<file path="config.mk">
export PLATFORM = sky130hd
export DESIGN_NAME = sjis_text_to_tile_commands
export DESIGN_NICKNAME = d
export VERILOG_FILES = /design/src/hw/rtl/stc_pkg.sv /design/src/hw/rtl/stc_cfg_regs.sv /design/src/hw/rtl/stc_decode.sv /design/src/hw/rtl/stc_out_reg.sv /design/src/hw/rtl/sjis_text_to_tile_commands.sv
export SDC_FILE = /design/constraint.sdc
export NUM_CORES = 1
export LEC_CHECK = 0
export BUFFER_PORTS_ARGS = -buffer_cell sky130_fd_sc_hd__buf_4
export CAP_MARGIN = 10
export CORE_UTILIZATION = 65
export CTS_CLUSTER_DIAMETER = 30
export DETAILED_ROUTE_END_ITERATION = 16
export GPL_TIMING_DRIVEN = 0
export PLACE_DENSITY = 0.86
export SLEW_MARGIN = 20
export SYNTH_ARGS = -nofsm -noshare
export SYNTH_HDL_FRONTEND = slang
export SYNTH_HIERARCHICAL = 1
export SYNTH_SLANG_ARGS = --single-unit
</file>
<file path="constraint.sdc">
create_clock -name clk -period 8.76 [get_ports clk]
set_input_delay 1.752 -clock clk [delete_from_list [all_inputs] [get_ports clk]]
set_output_delay 1.752 -clock clk [all_outputs]
set_load 0.02 [all_outputs]
</file>
<file path="src/hw/rtl/stc_pkg.sv">
// shared types and constants for the shift-jis text to tile command block
// no dependencies; imported by every module of the block

package stc_pkg;

  localparam int CELL_TILES = 1;

  localparam int CFG_IDX_W  = 4;
  localparam int CFG_DATA_W = 16;
  localparam int IN_DATA_W  = 8;
  localparam int OUT_DATA_W = 80;

  // register indexes
  localparam logic [CFG_IDX_W-1:0] REG_PLANE_SELECT    = 4'd0;
  localparam logic [CFG_IDX_W-1:0] REG_START_PATTERN   = 4'd1;
  localparam logic [CFG_IDX_W-1:0] REG_TILE_ATTRIBUTES = 4'd2;
  localparam logic [CFG_IDX_W-1:0] REG_START_COLUMN    = 4'd3;
  localparam logic [CFG_IDX_W-1:0] REG_TEXT_ROW        = 4'd4;
  localparam logic [CFG_IDX_W-1:0] REG_DMA_ENABLE      = 4'd5;
  localparam logic [CFG_IDX_W-1:0] REG_ASCII_FONT_BASE = 4'd6;
  localparam logic [CFG_IDX_W-1:0] REG_FONT_ROW_STRIDE = 4'd7;

  localparam logic [11:0] FONT_ROW_STRIDE_RESET = 12'd752;

  // byte codes
  localparam logic [7:0] LEAD_LO_MIN  = 8'h81;
  localparam logic [7:0] LEAD_LO_MAX  = 8'h9F;
  localparam logic [7:0] LEAD_HI_MIN  = 8'hE0;
  localparam logic [7:0] LEAD_HI_MAX  = 8'hEF;
  localparam logic [7:0] TRAIL_BASE   = 8'h40;
  localparam logic [7:0] TRAIL_SKIP   = 8'h7E;
  localparam logic [7:0] TRAIL_BASE_2 = 8'h41;
  localparam logic [7:0] TRAIL_ODD    = 8'h9F;
  localparam logic [7:0] ASCII_FIRST  = 8'h20;
  localparam logic [7:0] ASCII_LAST   = 8'h7E;
  localparam logic [7:0] ROW_HI_EVEN  = 8'd62;

  localparam logic KIND_GLYPH = 1'b0;
  localparam logic KIND_ASCII = 1'b1;

  typedef struct packed {
    logic        plane_select;
    logic [10:0] start_pattern;
    logic [4:0]  tile_attributes;
    logic [15:0] start_column;
    logic [15:0] text_row;
    logic        dma_enable;
    logic [10:0] ascii_font_base;
    logic [11:0] font_row_stride;
  } cfg_t;

  typedef struct packed {
    logic [7:0]  text_byte;
    logic        string_start;
  } item_t;

  typedef struct packed {
    logic [7:0]  pending_lead;
    logic        lead_held;
    logic [15:0] cursor_column;
    logic [10:0] pattern_counter;
  } state_t;

  typedef struct packed {
    logic        command_kind;
    logic        target_plane;
    logic [15:0] map_entry;
    logic [15:0] map_column;
    logic [15:0] map_row;
    logic [17:0] font_word_offset;
    logic [10:0] dest_pattern;
    logic        use_dma_out;
  } result_t;

endpackage

</file>
<file path="src/hw/rtl/stc_cfg_regs.sv">
// configuration register file of the text to tile command block
// depends on stc_pkg

module stc_cfg_regs (
  input  logic                          clk,
  input  logic                          rst,
  input  logic                          cfg_we,
  input  logic [stc_pkg::CFG_IDX_W-1:0] cfg_index,
  input  logic [stc_pkg::CFG_DATA_W-1:0] cfg_data,
  output stc_pkg::cfg_t                 cfg
);
  import stc_pkg::*;

  always_ff @(posedge clk) begin
    if (rst) begin
      cfg.plane_select    <= 1'b0;
      cfg.start_pattern   <= '0;
      cfg.tile_attributes <= '0;
      cfg.start_column    <= '0;
      cfg.text_row        <= '0;
      cfg.dma_enable      <= 1'b0;
      cfg.ascii_font_base <= '0;
      cfg.font_row_stride <= FONT_ROW_STRIDE_RESET;
    end else if (cfg_we) begin
      unique case (cfg_index)
        REG_PLANE_SELECT:    cfg.plane_select    <= cfg_data[0];
        REG_START_PATTERN:   cfg.start_pattern   <= cfg_data[10:0];
        REG_TILE_ATTRIBUTES: cfg.tile_attributes <= cfg_data[4:0];
        REG_START_COLUMN:    cfg.start_column    <= cfg_data;
        REG_TEXT_ROW:        cfg.text_row        <= cfg_data;
        REG_DMA_ENABLE:      cfg.dma_enable      <= cfg_data[0];
        REG_ASCII_FONT_BASE: cfg.ascii_font_base <= cfg_data[10:0];
        REG_FONT_ROW_STRIDE: cfg.font_row_stride <= cfg_data[11:0];
        default: ;
      endcase
    end
  end

endmodule

</file>
<file path="src/hw/rtl/stc_decode.sv">
// byte decode: lead/trail pairing, jis row and column, font offset, map entry
// depends on stc_pkg; purely combinational, state registers live in the top level

module stc_decode (
  input  stc_pkg::cfg_t    cfg,
  input  stc_pkg::item_t   item,
  input  stc_pkg::state_t  state,
  output stc_pkg::state_t  state_next,
  output logic             emit,
  output stc_pkg::result_t result
);
  import stc_pkg::*;

  logic        held;
  logic [15:0] cursor;
  logic [10:0] pattern;
  logic [7:0]  b;
  logic [7:0]  lead;
  logic        is_lead;
  logic        is_ascii;
  logic        odd_row;
  logic [7:0]  row8;
  logic [6:0]  row;
  logic [7:0]  col;
  logic [18:0] prod;
  logic [17:0] offset;
  logic [10:0] ascii_tile;

  always_comb begin
    b       = item.text_byte;
    lead    = state.pending_lead;
    held    = item.string_start ? 1'b0 : state.lead_held;
    cursor  = item.string_start ? cfg.start_column : state.cursor_column;
    pattern = item.string_start ? cfg.start_pattern : state.pattern_counter;

    is_lead  = ((b >= LEAD_LO_MIN) && (b <= LEAD_LO_MAX)) ||
               ((b >= LEAD_HI_MIN) && (b <= LEAD_HI_MAX));
    is_ascii = (b >= ASCII_FIRST) && (b <= ASCII_LAST);

    // jis row from the held lead, odd row when trail is at or above 0x9f
    odd_row = (b >= TRAIL_ODD);
    if (lead <= LEAD_LO_MAX) begin
      row8 = 8'((lead - LEAD_LO_MIN) << 1);
    end else begin
      row8 = 8'(8'((lead - LEAD_HI_MIN) << 1) + ROW_HI_EVEN);
    end
    row = row8[6:0] + {6'd0, odd_row};

    // column skips the 0x7f hole on even rows
    if (odd_row) begin
      col = b - TRAIL_ODD;
    end else if (b <= TRAIL_SKIP) begin
      col = b - TRAIL_BASE;
    end else begin
      col = b - TRAIL_BASE_2;
    end

    prod       = 19'(row) * 19'(cfg.font_row_stride);
    offset     = prod[17:0] + {7'd0, col, 3'b000};
    ascii_tile = cfg.ascii_font_base + {3'd0, 8'(b - ASCII_FIRST)};

    state_next.pending_lead    = lead;
    state_next.lead_held       = held;
    state_next.cursor_column   = cursor;
    state_next.pattern_counter = pattern;

    result.command_kind     = KIND_GLYPH;
    result.target_plane     = cfg.plane_select;
    result.map_entry        = {cfg.tile_attributes, pattern};
    result.map_column       = cursor;
    result.map_row          = cfg.text_row;
    result.font_word_offset = offset;
    result.dest_pattern     = pattern;
    result.use_dma_out      = cfg.dma_enable;
    emit = 1'b0;

    if (held) begin
      state_next.pending_lead = '0;
      state_next.lead_held    = 1'b0;
      // dangling lead before a terminator is dropped
      if (b != 8'h00) begin
        emit = 1'b1;
        state_next.pattern_counter = pattern + 11'(CELL_TILES);
        state_next.cursor_column   = cursor + 16'd1;
      end
    end else if (is_lead) begin
      state_next.pending_lead = b;
      state_next.lead_held    = 1'b1;
    end else if (is_ascii) begin
      emit = 1'b1;
      state_next.cursor_column = cursor + 16'd1;
      result.command_kind      = KIND_ASCII;
      result.map_entry         = {cfg.tile_attributes, ascii_tile};
      result.font_word_offset  = '0;
      result.dest_pattern      = '0;
      result.use_dma_out       = 1'b0;
    end
  end

endmodule

</file>
<file path="src/hw/rtl/stc_out_reg.sv">
// result register of the text to tile command block, holds one beat for the master side
// depends on stc_pkg

module stc_out_reg (
  input  logic                           clk,
  input  logic                           rst,
  input  logic                           load,
  input  logic                           load_valid,
  input  stc_pkg::result_t               result,
  output logic                           m_tvalid,
  input  logic                           m_tready,
  output logic [stc_pkg::OUT_DATA_W-1:0] m_tdata,
  output logic                           m_tuser
);
  import stc_pkg::*;

  result_t held;

  always_ff @(posedge clk) begin
    if (rst) begin
      m_tvalid <= 1'b0;
    end else if (load) begin
      m_tvalid <= load_valid;
    end else if (m_tready) begin
      m_tvalid <= 1'b0;
    end
  end

  always_ff @(posedge clk) begin
    if (load && load_valid) begin
      held <= result;
    end
  end

  assign m_tuser = held.command_kind;
  assign m_tdata = {1'b0, held.use_dma_out, held.dest_pattern, held.font_word_offset,
                    held.map_row, held.map_column, held.map_entry, held.target_plane};

endmodule

</file>
<file path="src/hw/rtl/sjis_text_to_tile_commands.sv">
// top level of the shift-jis text to tile command block
// depends on stc_pkg, stc_cfg_regs, stc_decode, stc_out_reg
//
// usage:
//   slave side takes one text byte per beat: s_tdata is the byte, s_tuser is the
//   string start flag (cursor, pattern counter and held lead are reloaded first)
//   master side gives at most one command per byte: m_tuser is the command kind
//   (0 glyph tile load plus map fill, 1 ascii map write), m_tdata the payload
//   configuration is written through cfg_we / cfg_index / cfg_data while idle
// timing:
//   a byte is registered on accept and decoded combinationally; its command enters
//   the result register, raising m_tvalid, when the item advances
//   one byte per cycle with m_tready high; decode: 7 x 12 bit multiply plus an add
//   lead bytes, control bytes and dropped leads give no beat on the master side
// reset and stall:
//   rst clears the registers, the cursor, the pattern counter and the held lead;
//   the font row stride resets to 752
//   while m_tready is low and a command waits, the input register holds and
//   s_tready falls once it is full; no beat is lost or repeated

module sjis_text_to_tile_commands (
  input  logic                            clk,
  input  logic                            rst,
  input  logic                            s_tvalid,
  output logic                            s_tready,
  input  logic [stc_pkg::IN_DATA_W-1:0]   s_tdata,  // [7:0] text_byte
  input  logic                            s_tuser,  // [0] string_start
  output logic                            m_tvalid,
  input  logic                            m_tready,
  // [0] target_plane, [16:1] map_entry, [32:17] map_column, [48:33] map_row,
  // [66:49] font_word_offset, [77:67] dest_pattern, [78] use_dma_out, [79] zero
  output logic [stc_pkg::OUT_DATA_W-1:0]  m_tdata,
  output logic                            m_tuser,  // [0] command_kind
  input  logic                            cfg_we,
  input  logic [stc_pkg::CFG_IDX_W-1:0]   cfg_index,
  input  logic [stc_pkg::CFG_DATA_W-1:0]  cfg_data
);
  import stc_pkg::*;

  cfg_t    cfg;
  item_t   item;
  logic    item_valid;
  state_t  state;
  state_t  state_next;
  logic    emit;
  result_t result;
  logic    advance;

  stc_cfg_regs u_cfg (
    .clk       (clk),
    .rst       (rst),
    .cfg_we    (cfg_we),
    .cfg_index (cfg_index),
    .cfg_data  (cfg_data),
    .cfg       (cfg)
  );

  assign advance  = item_valid && (!m_tvalid || m_tready);
  assign s_tready = !item_valid || advance;

  // input register
  always_ff @(posedge clk) begin
    if (rst) begin
      item_valid <= 1'b0;
    end else if (s_tready) begin
      item_valid <= s_tvalid;
    end
  end

  always_ff @(posedge clk) begin
    if (s_tready && s_tvalid) begin
      item.text_byte    <= s_tdata;
      item.string_start <= s_tuser;
    end
  end

  stc_decode u_decode (
    .cfg        (cfg),
    .item       (item),
    .state      (state),
    .state_next (state_next),
    .emit       (emit),
    .result     (result)
  );

  // decoder state moves only when the item moves on
  always_ff @(posedge clk) begin
    if (rst) begin
      state <= '0;
    end else if (advance) begin
      state <= state_next;
    end
  end

  stc_out_reg u_out (
    .clk        (clk),
    .rst        (rst),
    .load       (advance),
    .load_valid (emit),
    .result     (result),
    .m_tvalid   (m_tvalid),
    .m_tready   (m_tready),
    .m_tdata    (m_tdata),
    .m_tuser    (m_tuser)
  );

endmodule
</file>
### Word level (Yosys, flattened, before mapping)

Cells that the tools add are included.
W data, S select, Z words.

* input port bits: 34
* output and inout port bits: 83
* word-level logic and storage cells: 100
* bits in registers: 200

* multiply operators: 1
* eq/ne operators: 7
* reduce and logical (&&, ||, !) cells: 24
* add/sub/neg operators: 12
* order comparisons: 8
* muxes and demuxes: 24

Operators by type and width (count)
* $mux W30: 3
* $mux W11: 5
* $mux W16: 3
* $mux W27: 1
* $mux W25: 1
* $ge A8 B8 Y1 const B: 3
* $le A8 B8 Y1 const B: 3
* $add A18 B11 Y18: 1
* $mul A7 B12 Y18: 1
* $reduce_and A2 Y1: 9
* $add A16 B1 Y16 const B: 1
* $eq A4 B3 Y1 const B: 4
* $mux W8: 2
* $sub A8 B7 Y8 const B: 2
* $add A11 B1 Y11 const B: 1
* $add A11 B8 Y11: 1
* $mux W9: 1
* $eq A4 B2 Y1 const B: 2
* $ge A8 B6 Y1 const B: 1
* $le A8 B7 Y1 const B: 1
* $reduce_bool A8 Y1: 1
* $sub A8 B6 Y8 const B: 1
* $sub A8 B8 Y8 const B: 1
* $add A7 B1 Y7: 1
* other kinds (11): 26

### Depth between registers and ports, before layout

Gate-level depths: netlist (run 1).

* depth after elaboration: 9
* depth in mapped cells: 22
* depth with buffers taken out: 21

### Cells and area by module

The synthesis (run 1) kept the hierarchy.

Modules (own cells, without submodules)
* stc_decode: area each 5434.0 um^2, sequential area each 0.0 um^2, cells an instance 694, instances 1
* stc_cfg_regs: area each 2974.1 um^2, sequential area each 1461.4 um^2, cells an instance 274, instances 1
* stc_out_reg: area each 2454.9 um^2, sequential area each 2422.3 um^2, cells an instance 87, instances 1
* sjis_text_to_tile_commands: area each 1959.4 um^2, sequential area each 1011.0 um^2, cells an instance 172, instances 1

### Worst setup path before layout (run 1)

OpenSTA, ideal clock, no wires.

* path type: register -> register
* start point: reg state[28] (netlist name)
* end point: reg u_out.held (netlist bit u_out/m_tdata[66]), data pin
* data arrival time: 5.397 ns
* library setup time: 0.157 ns
* setup slack: 3.206 ns
* stages on the path, launching flop included: 22
* buffers on the path: 2
* path through: dfxtp_1 clkbuf_1 inv_1 ha_1 nor3b_1 xor2_1 clkbuf_1 nand2_1 fa_1 fa_1 inv_1 fa_1 inv_1 fa_1 inv_1 ha_1 o21a_1 o31a_1 o41ai_1 a211oi_1 o21a_1 nor3_1

RTL lines
* end signal: assignment: RTL line stc_out_reg.sv:31 `held <= result;`
* end: declaration: RTL line stc_out_reg.sv:17 `result_t held;`

==> results.tsv, run 1 <==
stage	metric	value	unit
timing	hold_viol_final	0	
synth	synth_nets	1366	
cells_and_area	diodes	0	
worst_setup_path	cpPeakStageDelay	0.74	ns
synth	synthCells	1215	
worst_setup_path	crit_chain	clkbuf_1 > inv_1 > ha_1 > nor3b_1 > xor2_1 > clkbuf_1 > nand2_1 > fa_1 > fa_1 > inv_1 > fa_1 > inv_1 > fa_1 > inv_1 > ha_1 > o21a_1 > o31a_1 > o41ai_1 > a211oi_1 > o21a_1 > nor3_1	
worst_setup_path	rr_startpoint	state[28]	
timing	finClkSkew	0.0118	ns
detailed_routing	via_per_inst	5.71	
global_route	antenna_found_initial	0	
floorplan	start_util	67.0	%
detailed_routing	wl_per_cell	18.5	um
global_route	grt_max_degree	44	
timing	fmax	0.150	GHz
detailed_routing	ant_nets	0	
clock_network	postCtsHoldBufs	0	
detailed_routing	remaining_drc_errors	0	
pwr	switching_power	0.000936	W
run	drv_cap	0	
clock_network	clock_latency	0.45	ns
placed_design	place_congestion	0.923	
worst_setup_path	critPathLaunch	state[28]	
timing	fin_tns_setup	0	ns
pwr	leakage	6.49	nW
worst_setup_path	end_kind	flop	
outcome	status	completed	
worst_setup_path	critPathKind	reg -> reg	
worst_setup_path	critPathArrivalTime	6.95	ns
clock_network	cts.path.max_buffers	2	
detailed_routing	drt-total-wl	30.1	mm
global_route	grt_pass1_vias	9468	
synth	synth_area_per_cell	10.5	sq um
global_route	grt_pass1_wl	48.2	mm
pwr	p_clk_share	29.9	%
timing	fin_crit_sh	76.1	%
worst_setup_path	cp.required	9.05	ns
pwr	comb_power_share	32.8	%
hold_path	hp-start	state[25]	
timing	setup_viol	0	
timing	rsz0062_at_grt	no	
worst_setup_path	crit_fanout	10	
placed_design	numPlacedInstances	1591	
clock_network	post-cts-setup-buffers	0	
timing	slew_violations	0	
worst_setup_path	path_buf_inv	6	
detailed_routing	vias	9275	
placed_design	placed_area	13900	sq um
worst_setup_path	critPathSlowestCell	o41ai_1	
clock_network	cts_buffers	17	
clock_network	cts.sinks	198	
cells_and_area	multi_input_area	7000	sq um
cells_and_area	postLayoutCellArea	14600	sq um
timing	whs	0.477	ns
pwr	peakVddDrop	0.147	mV
clock_network	cts_tree	done	
worst_setup_path	start_kind	flop	
placed_design	dpl.hpwl	21.9	mm
cells_and_area	layout-drive-gt1-share	16.8	%
synth	netlist_area	12700	sq um
pwr	power_density	189	nW/um^2
pwr	power_frac_seq	37.3	%
hold_path	min_path_type	reg -> reg	
cells_and_area	area_growth	14.5	%
timing	tightest_slew	0.895	ns
timing	relSlewSlack	39.6	%
clock_network	clk_pin_slew	0.08	ns
cells_and_area	fill_cells	1258	
pwr	p_sw_share	34.0	%
floorplan	die_y	142	um
floorplan	die_area	20100	sq um
clock_network	post_cts_resized	0	
clock_network	htree_levels	4	
timing	fin_crit	6.67	ns
cells_and_area	regArea	4850	sq um
floorplan	core_area	19000	sq um
detailed_routing	drt-pass1-iter-count	5	
floorplan	io_pins	117	
floorplan	die_w	142	um
worst_setup_path	crit_family	adder cells	
pwr	p_int	0.00182	W
clock_network	root_buffer	clkbuf_16	
cells_and_area	fin_cells	1623	
cells_and_area	finalNetCount	1501	
detailed_routing	drt_iter0_drc	763	
placed_design	port_buffers	115	
global_route	grt_remaining_overflow	0	
floorplan	fp-row-count	50	
global_route	grt_usage	31.2	%
synth	synth_warnings	6	
stage by stage:
stage / util (%) / setup slack, ns / total power, W
floorplan: - / 3.21 / 0.00174
global placement: 73.3 / 2.38 / 0.00190
detailed placement: 73.5 / 2.25 / 0.00194
CTS: 76.8 / 2.18 / 0.00275
global route: 76.8 / 1.71 / 0.00291
finish: 76.8 / 2.09 / 0.00275
sequential cells by signal, summed over array words and instances, names as in the netlist:
| name | count |
|---|---|
| item_valid | 1 |
| item | 9 |
| u_out/m_tuser | 1 |
| state | 34 |
| u_out/m_tvalid | 1 |
| u_out/m_tdata | 79 |
| u_cfg/cfg | 73 |
final cells by class:
| type | count | area share, % |
|---|---|---|
| clock buffers | 17 | 2.92 |
| clock inverters | 15 | 1.36 |
| multi-input cells | 849 | 48.1 |
| flip-flops and latches | 198 | 33.4 |
| inverters | 91 | 2.36 |
| repair buffers | 116 | 6.07 |
| plain buffers | 77 | 3.59 |
| well taps | 260 | 2.24 |
layer usage:
metal  GRT usage [%]  share of wire [%]  wire, um  vias to the layer above
met5               0                  0         0                        -
met4            12.3                3.0       901                        0
met3            4.99                5.7      1710                       82
met2            52.6                 49     14700                      368
met1            40.3                 42     12800                     4487
li1                -                  -         -                     4338
worst reg2reg max path, delay by kind of cell (launching register included):
family,cells,cell delay [ns]
AOI/OAI and AO/OA,5,1.55
xor gates and xnor gates,1,0.23
adders and majority gates,6,2.68
buffers and inverters,6,1.18
DFF,1,0.42
and+or+nand+nor,3,0.45
layout by cell type, fill, tap and decap left out, types with 10 or more instances in the layout:
cell type and instances:
nor2b_1 36, nand2_1 55, nand3_1 16, xnor2_1 29, xor2_1 23, inv_1 89
o21ai_0 15, fa_1 58, and2_1 42, nand4_1 10, buf_4 145, o21a_1 11
nor3_1 19, a21o_1 17, a21oi_1 25, nor2_1 58, nand2b_1 161, clkbuf_16 17
edfxtp_1 89, clkbuf_1 27, ha_1 59, mux2i_1 125, dfxtp_1 109
path summary, 6_finish.rpt:
check                           end  slack, ns  cells past startpoint
hold / removal            state[25]       0.48                      2
hold reg to reg           state[25]       0.48                      2
setup reg to reg  u_out/m_tdata[66]       2.09                     21
setup / recovery  u_out/m_tdata[66]       2.09                     21
power by group through the flow:
| stage | sequential (W) | combinational (W) | clock, W |
|---|---|---|---|
| global route | 0.00103 | 0.00102 | 0.000863 |
| detailed placement | 0.00105 | 0.000891 | 0 |
| global placement | 0.00105 | 0.000847 | 0 |
| finish | 0.00103 | 0.000903 | 0.000824 |
| floorplan | 0.00106 | 0.000672 | 0 |
| CTS | 0.00103 | 0.000895 | 0.000829 |
(Power assumes the default switching activity.)
==> inputs of run 2 (changes only) <==
--- a/config.mk
+++ b/config.mk
@@ -7,11 +7,11 @@
 export LEC_CHECK = 0
 export BUFFER_PORTS_ARGS = -buffer_cell sky130_fd_sc_hd__buf_4
 export CAP_MARGIN = 10
-export CORE_UTILIZATION = 65
+export CORE_UTILIZATION = 55
 export CTS_CLUSTER_DIAMETER = 30
 export DETAILED_ROUTE_END_ITERATION = 16
 export GPL_TIMING_DRIVEN = 0
-export PLACE_DENSITY = 0.86
+export PLACE_DENSITY = 0.78
 export SLEW_MARGIN = 20
 export SYNTH_ARGS = -nofsm -noshare
 export SYNTH_HDL_FRONTEND = slang
==> constraint.sdc (replaced) <==
create_clock -name clk -period 5.6 [get_ports clk]
set_input_delay 1.12 -clock clk [delete_from_list [all_inputs] [get_ports clk]]
set_output_delay 1.12 -clock clk [all_outputs]
set_load 0.02 [all_outputs]
==> run 2 against run 1 <==
Sequential cell count is the same. Utilization shrank 11 points. Routed wire length shrank 3.0%. Clock power grew 47%. Register-to-register slack lost 2.0 ns. Clock skew shrank 0.00052 ns. Sequential power grew 56%. Clock-buffer cell count grew 1. Via count shrank 1.9%. Final area grew 2.1%. Non-clock buffer count grew 14. Setup slack lost 2.0 ns. Largest cell class unchanged. Highest routed layer unchanged.
==> results.tsv, run 2 (same netlist as run 1, synthesis figures left out) <==
stage	metric	value	unit	change
outcome	status	completed		unchanged
placed_design	place_congestion	0.893		was 0.923
detailed_routing	ant_nets	0		unchanged
cells_and_area	layout_common_cells	nand2b_1 (161), buf_4 (161), mux2i_1 (125)		was nand2b_1 (161), buf_4 (145), mux2i_1 (125)
global_route	grt_usage	24.9	%	was 31.2%
worst_setup_path	critPathSlowestCell	fa_1		was o41ai_1
placed_design	dpl.hpwl	21.7	mm	was 21.9 mm
global_route	grt_remaining_overflow	0		unchanged
floorplan	die_y	154	um	was 142 um
clock_network	cts_buffers	17		unchanged
timing	fin_crit	5.47	ns	was 6.67 ns
clock_network	cts.path.max_buffers	2		unchanged
detailed_routing	drt-pass1-iter-count	5		unchanged
timing	finClkSkew	0.0113	ns	was 0.0118 ns
global_route	grt_pass1_wl	46.4	mm	was 48.2 mm
timing	setup_viol	0		unchanged
clock_network	cts_tree	done		unchanged
clock_network	htree_levels	4		unchanged
timing	slew_violations	0		unchanged
floorplan	die_area	23700	sq um	was 20100 sq um
pwr	power_density	301	nW/um^2	was 189 nW/um^2
cells_and_area	finalNetCount	1515		was 1501
timing	layout_setup_ws	0.133	ns	was 2.09 ns
floorplan	die_w	154	um	was 142 um
worst_setup_path	reg2reg_slack	0.13	ns	was 2.09 ns
detailed_routing	wl_per_cell	17.6	um	was 18.5 um
placed_design	numPlacedInstances	1616		was 1591
timing	hold_viol_final	0		unchanged
cells_and_area	postLayoutCellArea	14900	sq um	was 14600 sq um
timing	fmax	0.183	GHz	was 0.150 GHz
floorplan	fp-row-count	55		was 50
global_route	grt_max_degree	44		unchanged
floorplan	start_util	56.1	%	was 67.0%
timing	fin_tns_setup	0	ns	unchanged
worst_setup_path	cp.required	5.77	ns	was 9.05 ns
hold_path	min_path_type	reg -> reg		unchanged
clock_network	root_buffer	clkbuf_16		unchanged
clock_network	cts.sinks	198		unchanged
worst_setup_path	end_kind	flop		unchanged
cells_and_area	largest_reg_flops	79		unchanged
detailed_routing	via_per_inst	5.47		was 5.71
worst_setup_path	cp_common_cell	fa_1		
floorplan	io_pins	117		unchanged
worst_setup_path	critPathArrivalTime	5.64	ns	was 6.95 ns
worst_setup_path	endpoint	u_out/m_tdata[65]		was u_out/m_tdata[66]
pwr	leakage	6.59	nW	was 6.49 nW
worst_setup_path	rr_startpoint	state[28]		unchanged
cells_and_area	fin_cells	1662		was 1623
detailed_routing	vias	9095		was 9275
worst_setup_path	rr_worst_depth	18		was 21
cells_and_area	fill_cells	1753		was 1258
timing	tightest_slew	0.703	ns	was 0.895 ns
worst_setup_path	crit_chain	or3_4 > or3_4 > xnor2_2 > buf_4 > and2_1 > fa_1 > fa_1 > fa_1 > inv_1 > fa_1 > inv_1 > ha_4 > a21o_1 > a31o_2 > nand3_2 > a31oi_4 > o41ai_2 > mux2i_1		was clkbuf_1 > inv_1 > ha_1 > nor3b_1 > xor2_1 > clkbuf_1 > nand2_1 > fa_1 > fa_1 > inv_1 > fa_1 > inv_1 > fa_1 > inv_1 > ha_1 > o21a_1 > o31a_1 > o41ai_1 > a211oi_1 > o21a_1 > nor3_1
worst_setup_path	critPathKind	reg -> reg		unchanged
worst_setup_path	crit_fanout	7		was 10
cells_and_area	layout-drive-gt1-share	20.2	%	was 16.8%
floorplan	core_area	22600	sq um	was 19000 sq um
detailed_routing	drt-total-wl	29.2	mm	was 30.1 mm
run	drv_cap	0		unchanged
worst_setup_path	r2r_end	u_out/m_tdata[65]		was u_out/m_tdata[66]
placed_design	placed_area	14000	sq um	was 13900 sq um
cells_and_area	area_growth	16.9	%	was 14.5%
global_route	antenna_found_initial	0		unchanged
pwr	peakVddDrop	0.241	mV	was 0.147 mV
timing	relSlewSlack	53.0	%	was 39.6%
global_route	grt_pass1_vias	8916		was 9468
placed_design	post-place-ws	-0.956	ns	was 2.25 ns
worst_setup_path	cpPeakStageDelay	0.55	ns	was 0.74 ns
clock_network	clock_latency	0.43	ns	was 0.45 ns
detailed_routing	remaining_drc_errors	0		unchanged
worst_setup_path	start_kind	flop		unchanged
timing	fin_crit_sh	97.6	%	was 76.1%
clock_network	postCtsHoldBufs	0		unchanged
cells_and_area	diodes	0		unchanged
placed_design	port_buffers	115		unchanged
worst_setup_path	critPathLaunch	state[28]		unchanged
detailed_routing	drt_iter0_drc	490		was 763
clock_network	clk_pin_slew	0.08	ns	about the same
==> run 2: where the power goes <==
part / leakage (nW) / switching [W] / total [W] / internal (W)
clock: 0.282 / 0.000580 / 0.00121 / 0.000628
sequential: 1.78 / 0.0000238 / 0.00161 / 0.00158
combinational: 4.53 / 0.000893 / 0.00166 / 0.000771
total: 6.59 / 0.00150 / 0.00448 / 0.00298
==> run 2: worst max-delay path: cells and delay by family, from the launching register on <==
kind | cells | cell delay (ns)
buffers and inverters | 3 | 0.28
adders and majority gates | 5 | 2.32
and+or+nand+nor | 4 | 1.07
muxes | 1 | 0.12
DFF | 1 | 0.36
AOI/OAI and AO/OA | 4 | 0.91
xor gates and xnor gates | 1 | 0.14
==> run 2: timing repair <==
| item | CTS | global route |
|---|---|---|
| setup endpoints to repair | 10 | 8 |
| pin swaps | 3 | 14 |
| gates resized for setup | 17 | 35 |
| buffers inserted | 3 | 12 |
==> run 2: layout make-up <==
| cell class | count | area (sq um) | area share (%) |
|---|---|---|---|
| clock buffer | 18 | 429 | 2.89 |
| multi-input combinational | 849 | 7180 | 48.3 |
| clock inverter | 14 | 144 | 0.969 |
| timing repair buffer | 131 | 996 | 6.70 |
| tap | 285 | 357 | 2.40 |
| inverter | 91 | 344 | 2.32 |
| sequential | 198 | 4860 | 32.7 |
| buffer | 76 | 546 | 3.67 |
==> run 2: per-layer routing <==
layer | up-vias | wire length (um) | share of wire, % | global-route usage (%)
met2 | 264 | 14300 | 49 | 42.9
met4 | 0 | 314 | 1.1 | 6.00
met1 | 4449 | 13200 | 45 | 33.3
li1 | 4356 | - | - | -
met5 | - | 0 | 0 | 0
met3 | 26 | 1280 | 4.4 | 3.24
==> run 2: through the flow <==
stage / hold WS [ns] / total power [W] / utilization (%)
2_1_floorplan: 0.444 / 0.00271 / -
3_3_place_gp: 0.456 / 0.00297 / 61.5
3_5_place_dp: 0.464 / 0.00300 / 61.7
4_1_cts: 0.475 / 0.00427 / 64.6
5_1_grt: 0.485 / 0.00473 / 65.6
6_report: 0.477 / 0.00448 / 65.6
==> run 2: worst min path at each step <==
stage	start	endpoint	slack [ns]	cells past startpoint
2_1_floorplan	state[11]	state[11]	0.44	2
4_1_cts	state[16]	state[16]	0.47	2
6_report	state[16]	state[16]	0.48	2
5_1_grt	state[9]	state[9]	0.48	2
3_3_place_gp	state[16]	state[16]	0.46	2
3_5_place_dp	state[16]	state[16]	0.46	2
==> inputs of run 3 (changes only) <==
--- a/config.mk
+++ b/config.mk
@@ -12,6 +12,7 @@
 export DETAILED_ROUTE_END_ITERATION = 16
 export GPL_TIMING_DRIVEN = 0
 export PLACE_DENSITY = 0.78
+export RECOVER_POWER = 100
 export SLEW_MARGIN = 20
 export SYNTH_ARGS = -nofsm -noshare
 export SYNTH_HDL_FRONTEND = slang
==> run 3 against run 2 <==
The flow now finishes with violations (capacitance limit, slew limit). Final area down 2.7%. First-iteration DRC count increased by 12%. Critical path depth stayed put. Critical path type unchanged. Largest cell class unchanged.
==> results.tsv, run 3 (same netlist as run 1, synthesis figures left out) <==
stage	metric	value	unit	change
timing	fmax	0.183	GHz	about the same
cells_and_area	largest_reg_flops	79		unchanged
outcome	violations	capacitance limit, slew limit		
detailed_routing	via_per_inst	5.50		was 5.47
worst_setup_path	critPathArrivalTime	5.64	ns	about the same
worst_setup_path	r2r_end	u_out/m_tdata[65]		unchanged
global_route	grt_remaining_overflow	0		unchanged
clock_network	clock_latency	0.43	ns	about the same
pwr	peakVddDrop	0.237	mV	was 0.241 mV
clock_network	cts_buffers	17		unchanged
detailed_routing	drt-total-wl	29.1	mm	was 29.2 mm
global_route	grt_max_degree	44		unchanged
floorplan	start_util	56.1	%	unchanged
cells_and_area	layout_common_cells	nand2b_1 (161), mux2i_1 (125), clkbuf_1 (114)		was nand2b_1 (161), buf_4 (161), mux2i_1 (125)
timing	fin_crit_sh	97.7	%	was 97.6%
pwr	switching_power	0.00149	W	was 0.00150 W
clock_network	cts.path.max_buffers	2		unchanged
detailed_routing	wl_per_cell	17.5	um	was 17.6 um
worst_setup_path	critPathKind	reg -> reg		unchanged
floorplan	io_pins	117		unchanged
cells_and_area	layout-drive-gt1-share	12.2	%	was 20.2%
hold_path	min_path_cells	2		unchanged
cells_and_area	area_growth	13.7	%	was 16.9%
floorplan	core_area	22600	sq um	unchanged
timing	layout_setup_ws	0.128	ns	was 0.133 ns
global_route	grt_pass1_vias	8916		unchanged
timing	fin_crit	5.47	ns	about the same
placed_design	place_congestion	0.893		unchanged
worst_setup_path	reg2reg_slack	0.13	ns	about the same
clock_network	cts_tree	done		unchanged
timing	relSlewSlack	-15.1	%	was 53.0%
placed_design	port_buffers	115		unchanged
detailed_routing	remaining_drc_errors	0		unchanged
pwr	p_int	0.00296	W	was 0.00298 W
pwr	leakage	6.21	nW	was 6.59 nW
clock_network	htree_levels	4		unchanged
clock_network	root_buffer	clkbuf_16		unchanged
cells_and_area	mostFrequentLayoutCell	nand2b_1		
outcome	status	finished, violations left		was completed
run	drv_cap	1		was 0
placed_design	dpl.hpwl	21.7	mm	unchanged
floorplan	die_w	154	um	unchanged
worst_setup_path	start_kind	flop		unchanged
worst_setup_path	crit_fanout	7		unchanged
placed_design	post-place-ws	-0.956	ns	unchanged
floorplan	fp-row-count	55		unchanged
hold_path	hp-start	state[16]		unchanged
timing	setup_viol	0		unchanged
pwr	power_density	308	nW/um^2	was 301 nW/um^2
detailed_routing	ant_nets	0		unchanged
worst_setup_path	end_kind	flop		unchanged
worst_setup_path	cp.required	5.77	ns	about the same
global_route	grt_usage	24.9	%	unchanged
detailed_routing	vias	9149		was 9095
cells_and_area	fin_util	63.8	%	was 65.6%
timing	tightest_slew	1.72	ns	was 0.703 ns
hold_path	min_path_type	reg -> reg		unchanged
timing	finClkSkew	0.00870	ns	was 0.0113 ns
detailed_routing	drt_iter0_drc	550		was 490
pwr	p_clk_share	27.2	%	was 27.0%
hold_path	worstHoldEndpoint	state[16]		unchanged
clock_network	postCtsHoldBufs	0		unchanged
worst_setup_path	rr_startpoint	state[28]		unchanged
global_route	antenna_found_initial	0		unchanged
pwr	power_frac_seq	36.1	%	was 35.9%
pwr	comb_power_share	36.8	%	was 37.2%
clock_network	clk_pin_slew	0.07	ns	was 0.08 ns
floorplan	die_area	23700	sq um	unchanged
pwr	p_sw_share	33.6	%	was 33.4%
worst_setup_path	rr_worst_depth	18		unchanged
timing	slew_violations	39		was 0
detailed_routing	drt-pass1-iter-count	5		unchanged
cells_and_area	diodes	0		unchanged
floorplan	die_y	154	um	unchanged
timing	hold_viol_final	0		unchanged
global_route	grt_pass1_wl	46.4	mm	unchanged
cells_and_area	finalNetCount	1515		unchanged
clock_network	cts.sinks	198		unchanged
run 3: cell count changes in the layout (fill, tap and decap cells not counted), moves of 2 or more:
cell	before	now
buf_4	161	43
buf_6	8	6
buf_2	7	2
nor3b_1	0	2
clkbuf_4	0	32
nor3_2	5	3
nor3_1	17	19
mux2_1	0	7
nor3b_2	2	0
mux2_2	9	2
clkbuf_1	20	114
run 3: cell type report:
type,count,area [sq um]
clock buffer,18,429
timing repair buffer,131,676
tap,285,357
sequential,198,4860
multi-input combinational,849,7130
fill,1824,8190
clock inverter,14,144
inverter,91,343
buffer,76,505
run 3: power groups by stage:
| stage | Sequential [W] | Combinational, W | Clock, W |
|---|---|---|---|
| 6_report | 0.00161 | 0.00164 | 0.00121 |
| 5_1_grt | 0.00161 | 0.00180 | 0.00129 |
| 4_1_cts | 0.00161 | 0.00143 | 0.00123 |
| 3_5_place_dp | 0.00164 | 0.00136 | 0 |
| 3_3_place_gp | 0.00164 | 0.00133 | 0 |
| 2_1_floorplan | 0.00166 | 0.00105 | 0 |
run 3: per-stage QoR:
stage	total power, W	setup TNS (ns)	std cells	instance area, sq um	hold WS (ns)
finish	0.00445	0	1662	14400	0.476
CTS	0.00427	-0.00392	1651	14600	0.475
floorplan	0.00271	0	1215	12700	0.444
global placement	0.00297	-5.39	1615	13900	0.456
global route	0.00470	-0.0829	1662	14400	0.485
detailed placement	0.00300	-5.56	1616	14000	0.464
run 3: timing repair:
item	4_1_cts	5_1_grt
endpoints found under the setup margin	10	8
buffers inserted	3	12
gates cloned	0	0
pin swaps	3	14
gates resized for setup	17	35
run 3: worst max path at each step:
stage / from / to / slack (ns) / cells past startpoint
2_1_floorplan: state[28] / u_out/m_tdata[66] / 0.05 / 21
3_3_place_gp: state[28] / u_out/m_tdata[66] / -0.93 / 21
3_5_place_dp: state[28] / u_out/m_tdata[66] / -0.96 / 21
4_1_cts: state[28] / u_out/m_tdata[65] / -0.002 / 20
5_1_grt: state[28] / u_out/m_tdata[61] / -0.05 / 21
6_report: state[28] / u_out/m_tdata[65] / 0.13 / 18
run 3: metal layers:
layer | global-route usage [%] | up-vias | routed length [um]
li1 | - | 4360 | -
met1 | 33.3 | 4503 | 13300
met2 | 42.9 | 256 | 14200
met3 | 3.24 | 30 | 1210
met4 | 6.00 | 0 | 376
met5 | 0 | - | 0
run 3: worst max-delay path, cell delays in order (launching register included):
cell and delay, ns:
dfxtp_4 0.36, or3_4 0.40, or3_4 0.42, xnor2_2 0.14, buf_4 0.16, and2_1 0.17
fa_1 0.55, fa_1 0.44, fa_1 0.55, inv_1 0.06, fa_1 0.52, inv_1 0.06
ha_4 0.26, a21o_1 0.21, a31o_2 0.26, nand3_2 0.09, a31oi_4 0.10, o41ai_2 0.35
mux2i_1 0.12
